**src/hw/rtl/lmp_pkg.sv**
```systemverilog
`timescale 1ns / 1ps
// Shared types, constants and helpers for the linemarker line parser.
package lmp_pkg;

   localparam int LINE_BITS_DEF = 32;
   localparam int FLAG_BITS_DEF = 32;
   localparam int RQ_DEPTH      = 4;

   localparam logic [7:0] CH_HASH   = 8'h23;
   localparam logic [7:0] CH_QUOTE  = 8'h22;
   localparam logic [7:0] CH_BSLASH = 8'h5C;
   localparam logic [7:0] CH_NL     = 8'h0A;
   localparam logic [7:0] CH_ZERO   = 8'h30;
   localparam logic [7:0] CH_NINE   = 8'h39;

   typedef struct packed {
      logic        is_verdict;
      logic [7:0]  name_byte;
      logic        ok;
      logic [31:0] line_number;
      logic [31:0] flag_mask;
      logic        run_end;
   } result_type;

   typedef struct packed {
      logic [1:0] cnt;
      result_type first;
      result_type second;
   } push_type;

   function automatic logic is_space(input logic [7:0] c);
      logic r;
      r = (c == 8'h20) || (c == 8'h0C) || (c == 8'h0D) || (c == 8'h09) || (c == 8'h0B);
      return r;
   endfunction

   function automatic logic is_digit(input logic [7:0] c);
      logic r;
      r = (c >= CH_ZERO) && (c <= CH_NINE);
      return r;
   endfunction

endpackage

```
**src/hw/rtl/linemarker_line_parser_top.sv**
```systemverilog
`timescale 1ns / 1ps
// Top level of the linemarker line parser: input register, parser, result queue.
//
// Takes one byte per cycle while req_stall is low and reports, for each text
// line, the unescaped file name bytes of a linemarker followed by one verdict
// record with the line number and flag mask. A byte waits in the input register
// until the result queue has room, is parsed there, and its results are written
// into the queue, from which they leave on the result port. Sustained rate is
// one byte per cycle while each byte causes at most one result and the queue
// has room; a name byte that also ends the line gives two results and takes two
// transfers on the single result port. The four-entry result queue lets the input
// keep moving while a result waits on rsp_stall.
module linemarker_line_parser_top #(
   parameter int LINE_BITS = lmp_pkg::LINE_BITS_DEF,
   parameter int FLAG_BITS = lmp_pkg::FLAG_BITS_DEF
) (
   input  logic        clock,
   input  logic        reset,
   input  logic        req_valid,
   output logic        req_stall,
   input  logic [7:0]  req_char_byte,
   input  logic        req_last_byte,
   output logic        rsp_valid,
   input  logic        rsp_stall,
   output logic        rsp_is_verdict,
   output logic [7:0]  rsp_name_byte,
   output logic        rsp_ok,
   output logic [31:0] rsp_line_number,
   output logic [31:0] rsp_flag_mask,
   output logic        rsp_run_end
);

   logic                in_valid_ff, in_valid_in;
   logic [7:0]          in_char_ff, in_char_in;
   logic                in_last_ff, in_last_in;
   logic                room;
   logic                advance;
   logic                accept;
   lmp_pkg::push_type   push;
   lmp_pkg::result_type out_res;

   assign advance   = in_valid_ff && room;
   assign req_stall = in_valid_ff && !room;
   assign accept    = req_valid && !req_stall;

   always_comb begin
      in_valid_in = accept ? 1'b1 : (advance ? 1'b0 : in_valid_ff);
      in_char_in  = accept ? req_char_byte : in_char_ff;
      in_last_in  = accept ? req_last_byte : in_last_ff;
   end

   always_ff @(posedge clock) begin
      in_char_ff <= in_char_in;
      in_last_ff <= in_last_in;
   end

   always_ff @(posedge clock) begin
      if (reset) begin
         in_valid_ff <= 1'b0;
      end else begin
         in_valid_ff <= in_valid_in;
      end
   end

   lmp_parser #(
      .LINE_BITS (LINE_BITS),
      .FLAG_BITS (FLAG_BITS)
   ) u_parser (
      .clock     (clock),
      .reset     (reset),
      .advance   (advance),
      .char_byte (in_char_ff),
      .last_byte (in_last_ff),
      .push      (push)
   );

   lmp_result_queue u_queue (
      .clock     (clock),
      .reset     (reset),
      .push      (push),
      .room      (room),
      .out_valid (rsp_valid),
      .out_stall (rsp_stall),
      .out_res   (out_res)
   );

   assign rsp_is_verdict  = out_res.is_verdict;
   assign rsp_name_byte   = out_res.name_byte;
   assign rsp_ok          = out_res.ok;
   assign rsp_line_number = out_res.line_number;
   assign rsp_flag_mask   = out_res.flag_mask;
   assign rsp_run_end     = out_res.run_end;

endmodule

```
**src/hw/rtl/lmp_parser.sv**
```systemverilog
`timescale 1ns / 1ps
// Linemarker parse state and per-byte next-state and result logic.
module lmp_parser #(
   parameter int LINE_BITS = lmp_pkg::LINE_BITS_DEF,
   parameter int FLAG_BITS = lmp_pkg::FLAG_BITS_DEF
) (
   input  logic              clock,
   input  logic              reset,
   input  logic              advance,
   input  logic [7:0]        char_byte,
   input  logic              last_byte,
   output lmp_pkg::push_type push
);

   localparam int FA = $clog2(FLAG_BITS + 1);
   localparam int FW = FA + 4;
   localparam int LW = LINE_BITS + 4;
   localparam logic [FW-1:0] FLAG_MAX_W = FW'(FLAG_BITS);
   localparam logic [FA-1:0] FLAG_MAX   = FA'(FLAG_BITS);

   localparam logic [3:0] PH_HASH        = 4'd0;
   localparam logic [3:0] PH_LINE_START  = 4'd1;
   localparam logic [3:0] PH_LINE_DIGITS = 4'd2;
   localparam logic [3:0] PH_NAME_START  = 4'd3;
   localparam logic [3:0] PH_NAME_BODY   = 4'd4;
   localparam logic [3:0] PH_NAME_ESC    = 4'd5;
   localparam logic [3:0] PH_FLAG_WAIT   = 4'd6;
   localparam logic [3:0] PH_FLAG_DIGITS = 4'd7;
   localparam logic [3:0] PH_FAIL        = 4'd8;

   logic [3:0]           phase_ff, phase_in;
   logic [LINE_BITS-1:0] line_ff, line_in;
   logic [FA-1:0]        flag_ff, flag_in;
   logic [FLAG_BITS-1:0] mask_ff, mask_in;

   logic [3:0]           ph;
   logic [LINE_BITS-1:0] ln;
   logic [FA-1:0]        fl;
   logic [FLAG_BITS-1:0] mk;
   logic [FLAG_BITS-1:0] mk_close;
   logic                 close_ok;
   logic                 name_hit;
   logic                 eol;
   logic                 ok_v;
   logic [3:0]           dig;
   logic [LW-1:0]        line_x;
   logic [FW-1:0]        flag_x;
   logic [63:0]          line_wide;
   logic [63:0]          mask_wide;
   lmp_pkg::result_type  name_res;
   lmp_pkg::result_type  verd_res;

   assign dig    = char_byte[3:0];
   assign line_x = ({4'b0, line_ff} << 3) + ({4'b0, line_ff} << 1)
                 + {{LINE_BITS{1'b0}}, dig};
   assign flag_x = ({4'b0, flag_ff} << 3) + ({4'b0, flag_ff} << 1) + {{FA{1'b0}}, dig};
   assign eol    = last_byte || (char_byte == lmp_pkg::CH_NL);

   always_comb begin
      ph       = phase_ff;
      ln       = line_ff;
      fl       = flag_ff;
      mk       = mask_ff;
      name_hit = 1'b0;
      if (char_byte != lmp_pkg::CH_NL) begin
         case (phase_ff)
            PH_HASH: begin
               if (!lmp_pkg::is_space(char_byte))
                  ph = (char_byte == lmp_pkg::CH_HASH) ? PH_LINE_START : PH_FAIL;
            end
            PH_LINE_START, PH_LINE_DIGITS: begin
               if (lmp_pkg::is_space(char_byte)) begin
                  if (phase_ff == PH_LINE_DIGITS)
                     ph = PH_NAME_START;
               end else if (lmp_pkg::is_digit(char_byte)) begin
                  if (line_x[LW-1:LINE_BITS] != 4'b0) begin
                     ph = PH_FAIL;
                  end else begin
                     ln = line_x[LINE_BITS-1:0];
                     ph = PH_LINE_DIGITS;
                  end
               end else begin
                  ph = PH_FAIL;
               end
            end
            PH_NAME_START: begin
               if (!lmp_pkg::is_space(char_byte))
                  ph = (char_byte == lmp_pkg::CH_QUOTE) ? PH_NAME_BODY : PH_FAIL;
            end
            PH_NAME_BODY: begin
               if (char_byte == lmp_pkg::CH_QUOTE)
                  ph = PH_FLAG_WAIT;
               else if (char_byte == lmp_pkg::CH_BSLASH)
                  ph = PH_NAME_ESC;
               else
                  name_hit = 1'b1;
            end
            PH_NAME_ESC: begin
               name_hit = 1'b1;
               ph       = PH_NAME_BODY;
            end
            PH_FLAG_WAIT, PH_FLAG_DIGITS: begin
               if (lmp_pkg::is_space(char_byte)) begin
                  if (phase_ff == PH_FLAG_DIGITS) begin
                     if (flag_ff != '0 && flag_ff <= FLAG_MAX) begin
                        mk = mask_ff | (FLAG_BITS'(1) << (flag_ff - FA'(1)));
                        fl = '0;
                        ph = PH_FLAG_WAIT;
                     end else begin
                        ph = PH_FAIL;
                     end
                  end
               end else if (lmp_pkg::is_digit(char_byte)) begin
                  if (flag_x > FLAG_MAX_W) begin
                     ph = PH_FAIL;
                  end else begin
                     fl = flag_x[FA-1:0];
                     ph = PH_FLAG_DIGITS;
                  end
               end else begin
                  ph = PH_FAIL;
               end
            end
            default: ph = PH_FAIL;
         endcase
      end
   end

   // end-of-line flag close and verdict
   always_comb begin
      close_ok = (fl != '0) && (fl <= FLAG_MAX);
      mk_close = mk | (FLAG_BITS'(1) << (fl - FA'(1)));
      ok_v     = 1'b0;
      if (ph == PH_FLAG_WAIT)
         ok_v = 1'b1;
      else if (ph == PH_FLAG_DIGITS)
         ok_v = close_ok;
      line_wide = 64'(ln);
      mask_wide = (ph == PH_FLAG_DIGITS) ? 64'(mk_close) : 64'(mk);
   end

   always_comb begin
      name_res             = '0;
      name_res.is_verdict  = 1'b0;
      name_res.name_byte   = char_byte;
      name_res.run_end     = !eol;
      verd_res             = '0;
      verd_res.is_verdict  = 1'b1;
      verd_res.ok          = ok_v;
      verd_res.line_number = ok_v ? line_wide[31:0] : 32'd0;
      verd_res.flag_mask   = ok_v ? mask_wide[31:0] : 32'd0;
      verd_res.run_end     = 1'b1;
      push.cnt             = advance ? ({1'b0, name_hit} + {1'b0, eol}) : 2'd0;
      push.first           = name_hit ? name_res : verd_res;
      push.second          = verd_res;
   end

   always_comb begin
      phase_in = phase_ff;
      line_in  = line_ff;
      flag_in  = flag_ff;
      mask_in  = mask_ff;
      if (advance) begin
         if (eol) begin
            phase_in = PH_HASH;
            line_in  = '0;
            flag_in  = '0;
            mask_in  = '0;
         end else begin
            phase_in = ph;
            line_in  = ln;
            flag_in  = fl;
            mask_in  = mk;
         end
      end
   end

   always_ff @(posedge clock) begin
      if (reset) begin
         phase_ff <= PH_HASH;
         line_ff  <= '0;
         flag_ff  <= '0;
         mask_ff  <= '0;
      end else begin
         phase_ff <= phase_in;
         line_ff  <= line_in;
         flag_ff  <= flag_in;
         mask_ff  <= mask_in;
      end
   end

   a_pair_order: assert property (@(posedge clock) disable iff (reset)
      push.cnt == 2'd2 |-> !push.first.is_verdict && push.second.is_verdict)
      else $error("two results must be name byte then verdict");

   a_clear_after_eol: assert property (@(posedge clock) disable iff (reset)
      advance && eol |=> phase_ff == PH_HASH && line_ff == '0 && mask_ff == '0)
      else $error("parse state not cleared after end of line");

   a_fail_zero: assert property (@(posedge clock) disable iff (reset)
      push.cnt != 2'd0 && push.second.is_verdict && !push.second.ok
      |-> push.second.line_number == 32'd0 && push.second.flag_mask == 32'd0)
      else $error("failing verdict carries nonzero fields");

endmodule

```
**src/hw/rtl/lmp_result_queue.sv**
```systemverilog
`timescale 1ns / 1ps
// Result queue: takes up to two results per cycle, hands out one per transfer.
module lmp_result_queue (
   input  logic                clock,
   input  logic                reset,
   input  lmp_pkg::push_type   push,
   output logic                room,
   output logic                out_valid,
   input  logic                out_stall,
   output lmp_pkg::result_type out_res
);

   localparam int QA = $clog2(lmp_pkg::RQ_DEPTH);
   localparam int CW = QA + 1;
   localparam logic [CW-1:0] ROOM_MAX = CW'(lmp_pkg::RQ_DEPTH - 2);
   localparam logic [CW-1:0] DEPTH_C  = CW'(lmp_pkg::RQ_DEPTH);

   lmp_pkg::result_type entries_ff [lmp_pkg::RQ_DEPTH];
   logic [QA-1:0] head_ff, head_in;
   logic [QA-1:0] tail_ff, tail_in;
   logic [CW-1:0] count_ff, count_in;
   logic          pop;

   assign room      = count_ff <= ROOM_MAX;
   assign out_valid = count_ff != '0;
   assign out_res   = entries_ff[head_ff];
   assign pop       = out_valid && !out_stall;

   always_comb begin
      head_in  = pop ? head_ff + QA'(1) : head_ff;
      tail_in  = tail_ff + QA'(push.cnt);
      count_in = count_ff + CW'(push.cnt) - CW'(pop);
   end

   always_ff @(posedge clock) begin
      if (push.cnt != 2'd0)
         entries_ff[tail_ff] <= push.first;
      if (push.cnt == 2'd2)
         entries_ff[tail_ff + QA'(1)] <= push.second;
   end

   always_ff @(posedge clock) begin
      if (reset) begin
         head_ff  <= '0;
         tail_ff  <= '0;
         count_ff <= '0;
      end else begin
         head_ff  <= head_in;
         tail_ff  <= tail_in;
         count_ff <= count_in;
      end
   end

   a_push_room: assert property (@(posedge clock) disable iff (reset)
      push.cnt != 2'd0 |-> room)
      else $error("results written without room");

   a_count_bound: assert property (@(posedge clock) disable iff (reset)
      count_ff <= DEPTH_C)
      else $error("queue count beyond depth");

   a_ptr_track: assert property (@(posedge clock) disable iff (reset)
      tail_ff == head_ff + count_ff[QA-1:0])
      else $error("queue pointers and count disagree");

endmodule

```
**config.mk**
```make
export PLATFORM = sky130hd
export DESIGN_NAME = linemarker_line_parser_top
export DESIGN_NICKNAME = d
export VERILOG_FILES = /design/src/hw/rtl/lmp_pkg.sv /design/src/hw/rtl/linemarker_line_parser_top.sv /design/src/hw/rtl/lmp_parser.sv /design/src/hw/rtl/lmp_result_queue.sv
export SDC_FILE = /design/constraint.sdc
export NUM_CORES = 1
export LEC_CHECK = 0
export ABC_AREA = 0
export BUFFER_PORTS_ARGS = -buffer_cell sky130_fd_sc_hd__buf_2
export CAP_MARGIN = 20
export CORE_ASPECT_RATIO = 0.6
export CORE_MARGIN = 8
export CORE_UTILIZATION = 62
export DETAILED_ROUTE_END_ITERATION = 12
export GPL_TIMING_DRIVEN = 0
export HOLD_SLACK_MARGIN = 0.08
export PLACE_DENSITY_LB_ADDON = 0.15
export SLEW_MARGIN = 0
export SYNTH_ARGS = -nofsm -noshare
export SYNTH_HDL_FRONTEND = slang
export SYNTH_HIERARCHICAL = 1
export SYNTH_SLANG_ARGS = --single-unit
export TNS_END_PERCENT = 5
```
**constraint.sdc**
```tcl
create_clock -name clock -period 19.5 [get_ports clock]
set_clock_uncertainty 0.15 [all_clocks]
set_input_delay 3.9 -clock clock [delete_from_list [all_inputs] [get_ports clock]]
set_output_delay 3.9 -clock clock [all_outputs]
set_load 0.005 [all_outputs]
```
* After elaboration in Yosys (flattened, before gate mapping)
Memories as Yosys holds them, arrays and structs flattened. A register that Yosys moved wholly into a read port is not among the register bits. Index checks and enable logic that the tools add are counted.
Operators by class: multiplexer cells 57, eq/ne operators 20, $add $sub $neg 12, shift operators 2, reduce and logical (&&, ||, !) cells 25, bitwise gates (word level) 2, $lt $le $gt $ge 6
Operator list (count):
- $mux 32 | 15
- $mux 75 | 1
- $mux 4 | 17
- $or 32x32->32 | 2
- $shl 1x6->32 const A | 2
- $mux 6 | 8
- $eq 8x4->1 const B | 5
- $add 35x33->36 | 1
- $add 36x4->36 | 1
- $eq 4x3->1 const B | 6
- $eq 8x6->1 const B | 3
- $pmux 4 s6 | 1
- $le 6x6->1 const B | 2
- $reduce_bool 6->1 | 2
- $sub 6x1->6 const B | 2
- $mux 1 | 11
- $add 10x4->10 | 1
- $add 9x7->10 | 1
- $gt 10x6->1 const B | 1
- $eq 4x2->1 const B | 2
- $eq 8x7->1 const B | 1
- $ge 8x6->1 const B | 1
- $le 8x6->1 const B | 1
- $ne 8x4->1 const B | 1
- other kinds (18) | 36
Storage, ports and cells: logic and storage cells 135, bits in registers 91, memory bits (writable) 300, memories kept 1, input bits 13, output and inout bits 77
Memories:
- u_queue.entries_ff | words 4, bits a word 75, read ports 1, clocked after memory_dff 1, write ports 2, RTL line lmp_result_queue.sv:18 | lmp_pkg::result_type entries_ff [lmp_pkg::RQ_DEPTH];

* Longest topological paths before layout
depth in word-level cells 14, mapped depth 19, mapped depth without buffers 15

* Cells and area by module
Netlist, hierarchy kept.
Modules (own cells, without submodules):
- lmp_result_queue | area an instance 14860.5 um2, sequential area each 9188.8 um2, cells an instance 779, times used 1
- lmp_parser | area an instance 7241.9 um2, sequential area each 1481.4 um2, cells an instance 969, times used 1
- linemarker_line_parser_top | area an instance 326.6 um2, sequential area each 290.3 um2, cells an instance 14, times used 1

* Worst setup path before layout
Ideal clock, no wire load.
path kind register -> register, from register in_char_ff[2], to memory u_queue/entries_ff[0][0] (netlist bit), enable pin, slack 10.938 ns, cell stages (with the launch flop) 12, path buffers 1, data required time 18.731 ns, arrival 7.794 ns, cell sequence edfxtp_1 clkbuf_1 or3b_2 nor2_1 nand3_1 a21oi_1 nor4_1 ha_1 inv_1 nor2_1 nor2_1 o31ai_1
RTL lines:
- start, declared | RTL line linemarker_line_parser_top.sv:34 | logic [7:0] in_char_ff, in_char_in;
- start signal, assigned | RTL line linemarker_line_parser_top.sv:53 | in_char_ff <= in_char_in;
- end, declared | RTL line lmp_result_queue.sv:18

==> metrics <==
Finish-stage setup viols=0; Die X=262 um; Layout Cells excl Fill=2425; residual DRC count=0; fin crit period=7.23 ns; DR vias=15817; post-DP HPWL=43.0 mm; critical path's top delay family=buffers and inverters; cts bufs inserted=40; cell chain of the critical path=clkbuf_1 -> buf_1 -> mux4_2 -> buf_2; Routed WL=60.1 mm; Tot Pwr=1930 uW; post-synthesis sequential area ratio=0.489; vias in the first global route=15426; async set-or-reset flop fraction in the synthesized netlist=0; H-tree lvl count=2; Mapped Cells=1762; CP max FO=10; placed cell count=2351; Area Overhead vs Synth=12.0%; row count=54; Seq pwr share=0.478; Hold WS=0.321 ns; Worst setup EP type=output port; area of the mapped netlist=0.0224 sq mm; Clk Latency, worst-skew pair=0.55 ns; status=finished, final reports clean; Worst-Margin Slew=1.20 ns; max_cap viols=0; die height=163 um; Cell variety after synth=81; GRT Util Overall=0.279; worst hold path type=flop to flop; Post-CTS Setup Bufs=0; drt via density=6.52; wire length on met1=27.7 mm; Fill cells=2537; WP buf/inv=3; core footprint=0.0360 sq mm; fin util=0.698; largest net degree at the start of global routing=28; Met2 Wirelength=24.3 mm; PD cells=77.0 mW/mm^2; Psw=469 uW; total clock sinks=393; Clk pwr share=0.385; Final GP Congestion=0.944; CTS Buffer Depth=3; mean routed wirelength per cell=24.8 um; most common cell after layout, fill and taps aside=edfxtp_1; post-route setup TNS=0 ns; IO Pins=90; startpoint types=flop; WP data required=15.45 ns; metal3 WL=7.01 mm; initial drt markers=1806; first-pass GRT wire length=91.9 mm; Synth Warn #=6; Die Footprint=0.0427 sq mm; Initial Util=0.623; grt ovf=0; I/O Buffers=89; crit path max-delay cell type=buf_1; commonest cells after routing, fill and taps aside=edfxtp_1, mux2_2, nor2_1; Worst EP arrival=3.18 ns; Top Metal Used=met4; drt first pass iters=8; CTS clock-pin slew for the worst setup and hold paths=0.06 ns; EDFF count, synth=309; kind of critical path=flop to output port; clk root buf=clkbuf_16; Yosys reg bits=393; Ant. Diodes=0; nets@finish=2016; DRT antenna net count=0; synthesized area per cell=12.7 sq um; Int Pwr=1470 uW; Top FF cell, synth=edfxtp_1; PostCTS Resize Cnt=0; Period Utilization, post-route=0.371; Max transition margin=0.194; CP peak stage delay=0.79 ns; Hold Buf Count CTS=0; RSZ-0062 raised after global routing=no; Comb pwr share=0.137; share of layout cells above drive strength 1=0.281; Sw Share=0.243; leak pwr=0.00935 uW; initial antenna violation count=0; CTS tree=built; Final Max Tran Viols=0; Final Hold Vio Count=0; fmax=138 MHz; peak supply drop=0.0000625 V
## worst register-to-register path, stage by stage, from the launching register on
cell and delay (ns):
edfxtp_1 0.43, inv_1 0.30, fa_1 0.52, fa_1 0.47
nand2b_1 0.20, or4_4 0.54, a2111oi_2 0.58, nand3_1 0.28
mux2_2 0.34, nand2_1 0.10, o41ai_1 0.46, a31oi_1 0.17
o21ai_2 0.31, buf_2 0.43, buf_2 0.42, nor2_1 0.18
mux2_1 0.33
## flip-flops by register name (all words and copies together), names as in the netlist, named ones only
name                cells
in_valid_ff             1
u_parser/mask_ff       32
in_char_ff              8
u_queue/count_ff        3
u_parser/phase_ff       4
u_parser/flag_ff        6
u_queue/entries_ff    300
u_queue/head_ff         2
u_parser/line_ff       32
in_last_ff              1
u_queue/tail_ff         2
## power by group through the flow
stage	registers, uW	clock network (uW)	logic [uW]
after CTS	925	754	269
final	925	745	265
after global placement	948	0	259
after detailed placement	942	0	267
after global routing	927	782	286
after floorplan	941	0	166
## logic make-up (layout without fill, tap and decap cells)
family,count (synthesis),after routing,share of synthesized area
AOI/OAI and AO/OA,297,297,0.0869
muxes,413,413,0.243
buffers and inverters,154,333,0.0336
adders and majority gates,84,84,0.0485
and+or+nand+nor,382,382,0.0844
DFF,393,393,0.489
other,2,10,0.000335
xor gates and xnor gates,37,37,0.0144
## per-layer routing
metal / global-route usage / vias to the layer above
met2: 0.384 / 826
met1: 0.432 / 7781
li1: - / 7117
met5: 0 / -
met3: 0.0795 / 93
met4: 0.0608 / 0
## path summary, 6_finish.rpt
path / to / slack (ns) / start / cells past startpoint
setup / recovery: rsp_line_number[1] / 12.27 / flop / 4
hold / removal: u_parser/mask_ff[13] / 0.32 / u_parser/mask_ff[13] / 2
setup reg to reg: u_queue/entries_ff[2][35] / 13.06 / in_char_ff[3] / 16
hold reg to reg: u_parser/mask_ff[13] / 0.32 / u_parser/mask_ff[13] / 2
## layout make-up
cell class,count,area (sq um),share of cell area
repair buffers,107,781,0.0311
clock buffers,55,1100,0.0437
well taps,476,596,0.0237
multi-input cells,1223,10800,0.429
inverters,34,128,0.00508
flip-flops and latches,393,11000,0.436
clock inverters,17,148,0.00588
plain buffers,120,627,0.0249
## through the flow
| step | setup slack, ns | cell area [sq um] |
|---|---|---|
| after floorplan | 10.94 | 22500 |
| after global placement | 5.32 | 23500 |
| after detailed placement | 12.89 | 23900 |
| after CTS | 12.30 | 25100 |
| after global routing | 12.17 | 25100 |
| final | 12.27 | 25100 |
## synthesized netlist by cell type, drive strengths merged (4+ instances only)
| library cell | instances | area [sq um] |
|---|---|---|
| or3 | 10 | 62.6 |
| ha | 79 | 988 |
| inv | 34 | 128 |
| nand3 | 15 | 80.1 |
| a21oi | 128 | 641 |
| xnor2 | 20 | 175 |
| nor2 | 184 | 691 |
| nor2b | 9 | 63.8 |
| xor2 | 17 | 149 |
| and2 | 15 | 93.8 |
| fa | 5 | 100 |
| dfxtp | 84 | 1680 |
| a22oi | 6 | 45.0 |
| and3 | 11 | 68.8 |
| o21ai | 30 | 154 |
| a221oi | 19 | 166 |
| o211ai | 7 | 52.6 |
| o31ai | 7 | 57.6 |
| o21bai | 5 | 37.5 |
| a21o | 12 | 90.1 |
| nand2 | 53 | 201 |
| edfxtp | 309 | 9280 |
| a211oi | 9 | 72.6 |
| a31oi | 7 | 43.8 |
| or4 | 5 | 41.3 |
| nand2b | 9 | 56.3 |
| o41ai | 4 | 35.0 |
| nand4 | 9 | 56.3 |
| nor3 | 25 | 140 |
| mux4 | 75 | 1690 |
| a22o | 32 | 280 |
| clkbuf | 54 | 208 |
| nor4 | 10 | 92.6 |
| buf | 66 | 419 |
| mux2i | 35 | 350 |
| mux2 | 303 | 3410 |
| or4b | 7 | 70.1 |
| o21a | 6 | 45.0 |
| and4 | 4 | 35.0 |
Note: power is estimated with default switching activity, not from simulation.
